**config.mk**
```make
export PLATFORM = sky130hd
export DESIGN_NAME = lcd_mode_timing_sequencer
export DESIGN_NICKNAME = d
export VERILOG_FILES = /design/src/rtl/lmts_pkg.sv /design/src/rtl/lmts_core.sv /design/src/rtl/lcd_mode_timing_sequencer.sv
export SDC_FILE = /design/constraint.sdc
export NUM_CORES = 1
export LEC_CHECK = 0
export ABC_AREA = 1
export BUFFER_PORTS_ARGS = -buffer_cell sky130_fd_sc_hd__buf_2
export CAP_MARGIN = 20
export CORE_UTILIZATION = 60
export DETAILED_ROUTE_END_ITERATION = 6
export PLACE_DENSITY = 0.76
export REMOVE_ABC_BUFFERS = 1
export SYNTH_ARGS = -nofsm -noshare
export SYNTH_HDL_FRONTEND = slang
export SYNTH_SLANG_ARGS = --single-unit
```
**constraint.sdc**
```tcl
create_clock -name clk -period 5.4 [get_ports clk]
set_input_delay 0 -clock clk [delete_from_list [all_inputs] [get_ports clk]]
set_output_delay 0 -clock clk [all_outputs]
set_load 0.02 [all_outputs]
```
**src/rtl/lmts_pkg.sv**
```systemverilog
// lmts_pkg: shared types and timing constants for the lcd mode timing sequencer
// depends on nothing; used by lmts_core, lcd_mode_timing_sequencer and the testbench
package lmts_pkg;

  localparam int AccW  = 10;
  localparam int LineW = 8;
  localparam int CycW  = 7;

  localparam logic [AccW-1:0]  AccMax       = 10'd1023;
  localparam logic [AccW-1:0]  OamCycles    = 10'd80;
  localparam logic [AccW-1:0]  DrawCycles   = 10'd172;
  localparam logic [AccW-1:0]  HblankCycles = 10'd204;
  localparam logic [AccW-1:0]  LineCycles   = 10'd456;
  localparam logic [LineW-1:0] VblankLine   = 8'd144;
  localparam logic [LineW-1:0] LineCount    = 8'd154;

  // status mode encoding
  typedef enum logic [1:0] {
    MODE_HBLANK = 2'd0,
    MODE_VBLANK = 2'd1,
    MODE_OAM    = 2'd2,
    MODE_DRAW   = 2'd3
  } lcd_mode_t;

  // one result beat as produced by the core
  typedef struct packed {
    logic               line_changed;
    logic               frame_done;
    logic               vblank_interrupt;
    logic               render_request;
    lcd_mode_t          mode;
    logic [LineW-1:0]   line_number;
  } lmts_res_t;

endpackage

```
**src/rtl/lmts_core.sv**
```systemverilog
// lmts_core: accumulator, mode and line state with the per-tick update logic
// depends on lmts_pkg
module lmts_core (
  input  logic                         clk,
  input  logic                         rst_n,
  input  logic                         step,
  input  logic                         lcd_enabled,
  input  logic [lmts_pkg::CycW-1:0]    tick_cycles,
  output lmts_pkg::lmts_res_t          res
);

  logic [lmts_pkg::AccW-1:0]  acc_r, acc_nxt;
  lmts_pkg::lcd_mode_t        mode_r, mode_nxt;
  logic [lmts_pkg::LineW-1:0] line_r, line_nxt;

  logic [lmts_pkg::AccW:0]    sum_w;
  logic [lmts_pkg::AccW-1:0]  sat;
  logic [lmts_pkg::LineW-1:0] line_inc;

  assign sum_w    = {1'b0, acc_r} + {{(lmts_pkg::AccW + 1 - lmts_pkg::CycW){1'b0}}, tick_cycles};
  assign sat      = sum_w[lmts_pkg::AccW] ? lmts_pkg::AccMax : sum_w[lmts_pkg::AccW-1:0];
  assign line_inc = line_r + 8'd1;

  // next state
  always_comb begin
    acc_nxt  = acc_r;
    mode_nxt = mode_r;
    line_nxt = line_r;
    if (lcd_enabled) begin
      acc_nxt = sat;
      case (mode_r)
        lmts_pkg::MODE_OAM: begin
          if (sat >= lmts_pkg::OamCycles) begin
            acc_nxt  = sat - lmts_pkg::OamCycles;
            mode_nxt = lmts_pkg::MODE_DRAW;
          end
        end
        lmts_pkg::MODE_DRAW: begin
          if (sat >= lmts_pkg::DrawCycles) begin
            acc_nxt  = sat - lmts_pkg::DrawCycles;
            mode_nxt = lmts_pkg::MODE_HBLANK;
          end
        end
        lmts_pkg::MODE_HBLANK: begin
          if (sat >= lmts_pkg::HblankCycles) begin
            acc_nxt  = sat - lmts_pkg::HblankCycles;
            line_nxt = line_inc;
            if (line_inc == lmts_pkg::VblankLine) begin
              mode_nxt = lmts_pkg::MODE_VBLANK;
            end else begin
              mode_nxt = lmts_pkg::MODE_OAM;
            end
          end
        end
        default: begin
          if (sat >= lmts_pkg::LineCycles) begin
            acc_nxt  = sat - lmts_pkg::LineCycles;
            line_nxt = line_inc;
            if (line_inc == lmts_pkg::LineCount) begin
              line_nxt = '0;
              mode_nxt = lmts_pkg::MODE_OAM;
            end
          end
        end
      endcase
    end
  end

  // result fields: pulses on the transitions, line and mode after the tick
  always_comb begin
    res.render_request   = 1'b0;
    res.vblank_interrupt = 1'b0;
    res.frame_done       = 1'b0;
    res.line_changed     = 1'b0;
    if (lcd_enabled) begin
      case (mode_r)
        lmts_pkg::MODE_DRAW: begin
          res.render_request = (sat >= lmts_pkg::DrawCycles);
        end
        lmts_pkg::MODE_HBLANK: begin
          if (sat >= lmts_pkg::HblankCycles) begin
            res.line_changed = 1'b1;
            if (line_inc == lmts_pkg::VblankLine) begin
              res.vblank_interrupt = 1'b1;
              res.frame_done       = 1'b1;
            end
          end
        end
        lmts_pkg::MODE_VBLANK: begin
          res.line_changed = (sat >= lmts_pkg::LineCycles);
        end
        default: begin
        end
      endcase
    end
    res.line_number = line_nxt;
    res.mode        = mode_nxt;
  end

  always_ff @(posedge clk) begin
    if (!rst_n) begin
      acc_r  <= '0;
      mode_r <= lmts_pkg::MODE_OAM;
      line_r <= '0;
    end else if (step) begin
      acc_r  <= acc_nxt;
      mode_r <= mode_nxt;
      line_r <= line_nxt;
    end
  end

endmodule

```
**src/rtl/lcd_mode_timing_sequencer.sv**
```systemverilog
// lcd_mode_timing_sequencer: top level with input and result registers around lmts_core
// depends on lmts_pkg and lmts_core
//
// Each input beat is one tick carrying the display enable bit and the cycles
// elapsed since the last tick. While enabled, the cycles are added to a 10-bit
// saturating accumulator and at most one mode change is made per tick: oam scan
// (80) -> drawing (172) -> hblank (204) -> next line, and vblank lines (456 each)
// from line 144 through 153, wrapping to line 0. Every input beat yields
// exactly one output beat with the line and mode after the tick plus the
// render, vblank interrupt, frame done and line changed pulses. A disabled
// tick reports the current line and mode with all pulses low. A beat passes
// through the input register, then the result register, and one beat is taken
// every cycle while in_tready is high; the state update is a single add, compare
// and subtract between the input register and the result register. in_tready
// drops only while both registers hold beats and the result beat is stalled.
module lcd_mode_timing_sequencer (
  input  logic        clk,
  input  logic        rst_n,
  input  logic        in_tvalid,
  output logic        in_tready,
  input  logic [7:0]  in_tdata,   // [0] lcd_enabled, [7:1] tick_cycles
  output logic        out_tvalid,
  input  logic        out_tready,
  output logic [15:0] out_tdata   // [7:0] line_number, [9:8] mode, [10] render_request,
                                  // [11] vblank_interrupt, [12] frame_done,
                                  // [13] line_changed, [15:14] zero
);

  // input register
  logic                      in_v_r;
  logic                      en_r;
  logic [lmts_pkg::CycW-1:0] cyc_r;

  // result register
  logic                      out_v_r;
  lmts_pkg::lmts_res_t       res_r;
  lmts_pkg::lmts_res_t       res_w;

  logic adv;   // result register can take a beat
  logic step;  // input register beat is processed this cycle

  assign adv       = !out_v_r || out_tready;
  assign step      = in_v_r && adv;
  assign in_tready = !in_v_r || adv;

  always_ff @(posedge clk) begin
    if (!rst_n) begin
      in_v_r <= 1'b0;
    end else if (in_tready) begin
      in_v_r <= in_tvalid;
    end
  end

  // payload capture, no reset needed
  always_ff @(posedge clk) begin
    if (in_tready && in_tvalid) begin
      en_r  <= in_tdata[0];
      cyc_r <= in_tdata[7:1];
    end
  end

  lmts_core u_core (
    .clk         (clk),
    .rst_n       (rst_n),
    .step        (step),
    .lcd_enabled (en_r),
    .tick_cycles (cyc_r),
    .res         (res_w)
  );

  always_ff @(posedge clk) begin
    if (!rst_n) begin
      out_v_r <= 1'b0;
    end else if (adv) begin
      out_v_r <= in_v_r;
    end
  end

  always_ff @(posedge clk) begin
    if (step) begin
      res_r <= res_w;
    end
  end

  assign out_tvalid = out_v_r;
  assign out_tdata  = {2'b00, res_r};

endmodule

```
==> impl_metrics.yaml, run 1 <==
outcome:
  status: "finished clean"
timing:
  finClkSkew_ns: 0.00904
  rsz0062_at_grt: "false"
  final-hold-violation-count: 0
  holdWs_ns: 0.0594
  drv_slew: 0
  setup_violations: 0
  min_period_ns: 3.98
  worst_pin_slew_ns: 0.625
  slew_headroom_pct: 58.2
  period_share_pct: 73.7
  setup_tns_ns: 0
  max_freq_mhz: 251
detailed_routing:
  ant_nets: 0
  drt-wirelength-per-cell_um: 14.7
  firstDrtPassIters: 5
  drc_errors: 0
  wl_um: 9770
  via_per_inst: 5.58
  num_vias: 3717
  first_iter_violations: 281
die:
  fp.dieW_um: 81.4
  initial_core_util_pct: 63.2
  pin_count: 30
  die_area_um2: 6630
  std_cell_rows: 28
  dieHeight_um: 81.4
  core_um2: 5990
placement:
  place_hpwl_um: 7190
  gp_congestion: 0.968
  dp.cells: 647
  numPortBuffers: 27
final_layout:
  syn_to_final_growth_pct: 9.19
  final_layout_size_suffix_gt1_share_pct: 13.7
  fin_cells: 666
  layout.nets: 621
  regArea_um2: 1070
  antenna_cells: 0
  multi_input_area_um2: 2260
  fillers: 514
synth:
  synth-seq-cells: 43
  netlist-cell-type-count: 43
  yosys.area.top_type: "edfxtp_1"
  synth.top_cell.area_share_pct: 16.7
  synth-main-ff-cell: "dfxtp_1"
  synth_most_common_cell: "nand2_1"
  post_synth_inst_count: 560
  ys_top_cells_by_area: "edfxtp_1 17%, nand2_1 15%, dfxtp_1 12%"
  mappedNetlistArea_um2: 3780
  async_reset_ff_share_pct: 0
  synth_enable_flop_cells: 21
  ys_seq_area_share_pct: 28.3
  synth_commonest_cells: "154 x nand2_1, 78 x inv_1, 50 x nand3_1"
  yosys_warnings: 0
  synth_area_per_cell_um2: 6.76
setup_path:
  critPathRequiredTime_ns: 5.47
  start_kind: "flop"
  reg2regPathDepth: 19
  path_class: "flop to flop"
  crit_path_end_kind: "flop"
  worstPathMaxFanout: 24
  r2r_slack_ns: 1.42
  cp_data_arrival_time_ns: 4.05
cts:
  clkLatencyLatePin_ns: 0.31
  cts_tree: "yes"
  clock-root-buffer: "clkbuf_8"
  numCtsBuffers: 5
  cts_resized: 0
  clk_path_buf_depth: 2
  clk_pin_slew_ns: 0.09
  htree_levels: 2
  clock-sinks: 43
min_path:
  hp-class: "input port to flop"
  min_path_cells: 3
power_and_ir_drop:
  p_leak_uw: 0.00205
  power_switching_uw: 383
  peakVddDrop_v: 0.000155
  switching_share_pct: 39.1
  power_density_nw_per_um2: 237
  p_int_uw: 596
  fin_total_pwr_uw: 979
  seqPwrFrac_pct: 38.8
  power.share.clock_pct: 25.0
  p_comb_share_pct: 36.2
grt:
  grt_use_total_pct: 32.3
  antenna_found_initial: 0
  grt_max_degree: 25
  grt-ovfl-total: 0
  grt_pass1_wl_um: 16300
  first_global_vias: 3430
run:
  max_cap_violations: 0
## registers in the layout, indices dropped and copies added (netlist names)
register and flops:
cyc_r 7, en_r 1, in_v_r 1, out_tdata 13, out_tvalid 1, u_core.acc_r 10
u_core.line_r 8, u_core.mode_r 2
## worst paths after layout
kind / start / endpoint
max: cyc_r[0]$_DFFE_PP_ / out_tdata[9]$_DFFE_PP_
min: rst_n / u_core.acc_r[9]$_SDFFE_PN0P_
max reg2reg: cyc_r[0]$_DFFE_PP_ / out_tdata[9]$_DFFE_PP_
min reg2reg: u_core.acc_r[5]$_SDFFE_PN0P_ / u_core.acc_r[5]$_SDFFE_PN0P_
## per-stage QoR
step	util (%)	instance area, um^2	setup slack, ns
after floorplan	-	3670	2.15
after global placement	65.4	3920	1.46
after detailed placement	65.4	3920	1.52
after CTS	68.9	4130	1.47
after global routing	69.0	4130	0.987
final	69.0	4130	1.42
## per-layer routing
layer,up-vias,wire (um),track usage (%)
met4,0,236,11.6
met1,1658,4430,43.6
met3,22,731,6.22
met2,162,4380,51.0
met5,-,0,0
li1,1875,-,-
## area by class of cell
cell class                 count  share of cell area, %
tap                           75                   2.27
clock inverter                 2                  0.333
multi-input combinational    412                   54.8
clock buffer                   6                   2.27
inverter                      88                   8.17
sequential                    43                   25.9
timing repair buffer          40                   6.24
## timing repair
item                                    CTS  global route
buffers inserted                          0             0
hold buffers                             10             0
endpoints found under the hold margin    10             0
endpoints found under the setup margin    0             0
## logic make-up after synthesis
kind of cell,count (synthesis),share of synthesized area [%]
other,1,0.0991
adders and majority gates,19,6.48
DFF,43,28.3
buffers and inverters,106,12.0
AOI/OAI and AO/OA,82,12.7
xor gates and xnor gates,12,2.78
and+or+nand+nor,297,37.7
## layout by cell type (no fill, tap or decap), types with 2 or more instances in the layout
| cell type | instances |
|---|---|
| nand2_1 | 154 |
| inv_1 | 78 |
| nand3_1 | 50 |
| nor2_1 | 41 |
| a21oi_1 | 29 |
| buf_2 | 27 |
| dfxtp_1 | 22 |
| edfxtp_1 | 21 |
| o21ai_0 | 18 |
| ha_1 | 18 |
| o211ai_1 | 15 |
| nand4_1 | 14 |
| xor2_1 | 10 |
| dlygate4sd3_1 | 10 |
| nand2_2 | 8 |
| o21ai_1 | 8 |
| inv_2 | 7 |
| nor2_4 | 6 |
| clkbuf_8 | 5 |
| nor2_2 | 4 |
| nand3_2 | 4 |
| nand3_4 | 4 |
| nand3b_1 | 3 |
| o21ai_2 | 3 |
| a22oi_1 | 3 |
| o21a_1 | 3 |
| buf_4 | 3 |
| nor3_1 | 2 |
| nand2_4 | 2 |
| xnor2_1 | 2 |
| a31oi_1 | 2 |
| conb_1 | 2 |
## power groups by stage
stage	registers [uW]	clock network, uW	logic, uW
2_1_floorplan	391	0	251
3_3_place_gp	386	0	334
3_5_place_dp	387	0	338
4_1_cts	379	247	345
5_1_grt	383	259	397
6_report	380	245	354
## critical path, cell delays in order (launching register included)
cell and delay [ns]:
edfxtp_1 0.36, ha_1 0.21, inv_1 0.07, fa_1 0.39, inv_1 0.13, nand3_1 0.08
nand2_1 0.11, xor2_1 0.11, nor2_2 0.41, ha_1 0.33, inv_1 0.08, a21oi_1 0.21
inv_1 0.11, nand2_2 0.12, nand2_2 0.28, nand2_1 0.28, nor2_1 0.07, nor2_1 0.13
nand3_2 0.10, o21a_1 0.14
Note: power is estimated with default switching activity, not from simulation.
==> inputs of run 2 (changes only) <==
--- a/config.mk
+++ b/config.mk
@@ -8,9 +8,9 @@
 export ABC_AREA = 1
 export BUFFER_PORTS_ARGS = -buffer_cell sky130_fd_sc_hd__buf_2
 export CAP_MARGIN = 20
-export CORE_UTILIZATION = 60
+export CORE_UTILIZATION = 55
 export DETAILED_ROUTE_END_ITERATION = 6
-export PLACE_DENSITY = 0.76
+export PLACE_DENSITY = 0.73
 export REMOVE_ABC_BUFFERS = 1
 export SYNTH_ARGS = -nofsm -noshare
 export SYNTH_HDL_FRONTEND = slang
==> constraint.sdc (replaced) <==
create_clock -name clk -period 3.4 [get_ports clk]
set_input_delay 0 -clock clk [delete_from_list [all_inputs] [get_ports clk]]
set_output_delay 0 -clock clk [all_outputs]
set_load 0.02 [all_outputs]
==> run 2 against run 1 <==
Net effect:
- the flow now finishes with violations (design-rule violations)
- clock skew grew 0.0017 ns
- non-clock buffer count grew 17
- first-iteration DRC count grew 11%
- global-route usage shrank 3.1 points
- critical path depth shrank 1
- final area grew 4.9%
- sequential power grew 59%
- maximum frequency grew 24%
- critical path type unchanged
- critical endpoint is now out_tdata[1]$_DFFE_PP_
==> impl_metrics.yaml, run 2 (synthesis results as in run 1) <==
setup_path:
  crit_path_cell_trace: "ha_1, inv_1, fa_1, inv_2, nand3_1, nand2_2, xor2_2, nor2_4, ha_2, inv_1, o21bai_1, nand2_1, nand3_4, nand3_4, buf_4, nor3b_1, nor2_1, a22oi_1"
  r2r_slack_ns: 0.18
  start_kind: "flop"
  cp_data_arrival_time_ns: 3.36
  path_class: "flop to flop"
  worstPathMaxFanout: 6
  reg2regPathDepth: 18
  r2r_end: "out_tdata[1]$_DFFE_PP_"
  slowest_stage: "fa_1"
  max_stage_delay_ns: 0.41
  r2r-start: "cyc_r[0]$_DFFE_PP_"
  critPathRequiredTime_ns: 3.54
  crit_path_end_kind: "flop"
timing:
  fin_ws_ns: 0.182
  setup_tns_ns: 0
  final-hold-violation-count: 0
  drv_slew: 0
  period_share_pct: 94.6
  finClkSkew_ns: 0.0108
  min_period_ns: 3.22
  slew_headroom_pct: 65.5
  worst_pin_slew_ns: 0.516
  holdWs_ns: 0.0835
  setup_violations: 0
  max_freq_mhz: 311
cts:
  clk_path_buf_depth: 2
  numCtsBuffers: 5
  clock-sinks: 43
  clkLatencyLatePin_ns: 0.30
  htree_levels: 2
  cts_tree: "yes"
  clk_pin_slew_ns: 0.09
  clock-root-buffer: "clkbuf_8"
outcome:
  status: "complete, but fails checks"
  violations: "design-rule violations"
placement:
  gp_congestion: 0.914
  dp_slack_ns: 0.0658
  numPortBuffers: 27
  place_hpwl_um: 7650
detailed_routing:
  via_per_inst: 5.55
  wl_um: 10400
  ant_nets: 0
  drc_errors: 1
  firstDrtPassIters: 7
  first_iter_violations: 313
  num_vias: 3802
  drt-wirelength-per-cell_um: 15.2
final_layout:
  largest_register_ffs: 13
  final_common_cell: "nand2_1"
  antenna_cells: 0
  layout.cells.most_common_list: "152 x nand2_1, 77 x inv_1, 50 x nand3_1, 40 x nor2_1"
  layout.nets: 638
  final_layout_size_suffix_gt1_share_pct: 18.3
  final_core_util_pct: 66.7
  syn_to_final_growth_pct: 14.5
grt:
  grt_use_total_pct: 29.2
  grt_max_degree: 23
  first_global_vias: 3447
  antenna_found_initial: 0
  grt-ovfl-total: 0
  grt_pass1_wl_um: 16500
die:
  die_area_um2: 7220
  pin_count: 30
  std_cell_rows: 29
  core_um2: 6490
  initial_core_util_pct: 58.3
  fp.dieW_um: 85.0
  dieHeight_um: 85.0
power_and_ir_drop:
  peakVddDrop_v: 0.000260
  power_density_nw_per_um2: 361
  p_leak_uw: 0.00211
run:
  max_cap_violations: 0
min_path:
  min_from: "rst_n"
  hp-class: "input port to flop"
  min_to: "u_core.line_r[0]$_SDFFE_PN0P_"
  min_path_cells: 3
## run 2: routing by layer
layer / global-route usage (%) / wire (um)
met1: 39.9 / 4750
met3: 4.47 / 746
met2: 47.9 / 4750
met5: 0 / 0
met4: 8.32 / 155
## run 2: worst max-delay path by stage
stage	from	endpoint	slack [ns]
global placement	cyc_r[2]$_DFFE_PP_	out_tdata[8]$_DFFE_PP_	0.13
finish	cyc_r[0]$_DFFE_PP_	out_tdata[1]$_DFFE_PP_	0.18
CTS	cyc_r[0]$_DFFE_PP_	out_tdata[8]$_DFFE_PP_	0.04
detailed placement	cyc_r[4]$_DFFE_PP_	out_tdata[3]$_DFFE_PP_	0.07
global route	cyc_r[0]$_DFFE_PP_	u_core.acc_r[3]$_SDFFE_PN0P_	-0.01
floorplan	cyc_r[0]$_DFFE_PP_	out_tdata[9]$_DFFE_PP_	0.15
## run 2: area by class of cell
| cell class | count | area [um^2] |
|---|---|---|
| clock inverter | 2 | 12.5 |
| tap | 77 | 96.3 |
| clock buffer | 6 | 72.6 |
| inverter | 88 | 338 |
| multi-input combinational | 412 | 2340 |
| timing repair buffer | 57 | 398 |
| fill | 582 | 2160 |
| sequential | 43 | 1070 |
## run 2: critical path, delay by kind of cell, from the launching register on
family,cells,cell delay [ns]
AO/OA/AOI/OAI,2,0.28
flip-flops,1,0.34
buffers and inverters,4,0.37
adder cells (fa/ha/maj),3,0.79
AND/OR/NAND/NOR,8,1.02
XOR/XNOR,1,0.22
## run 2: through the flow
step,total power (uW),area (um^2),instances
floorplan,1020,3670,543
global placement,1180,4040,663
detailed placement,1190,4040,663
CTS,1520,4220,681
global route,1660,4330,685
finish,1570,4330,685
## run 2: power by group
part	internal, uW	total [uW]	switching, uW
clock	144	335	191
sequential	577	604	26.9
combinational	220	626	407
## run 2: timing repair
action / 4_1_cts / 5_1_grt
hold buffers: 10 / 0
endpoints found under the setup margin: 0 / 28
endpoints found under the hold margin: 10 / 0
buffers inserted: 0 / 4
resized for setup: 0 / 20
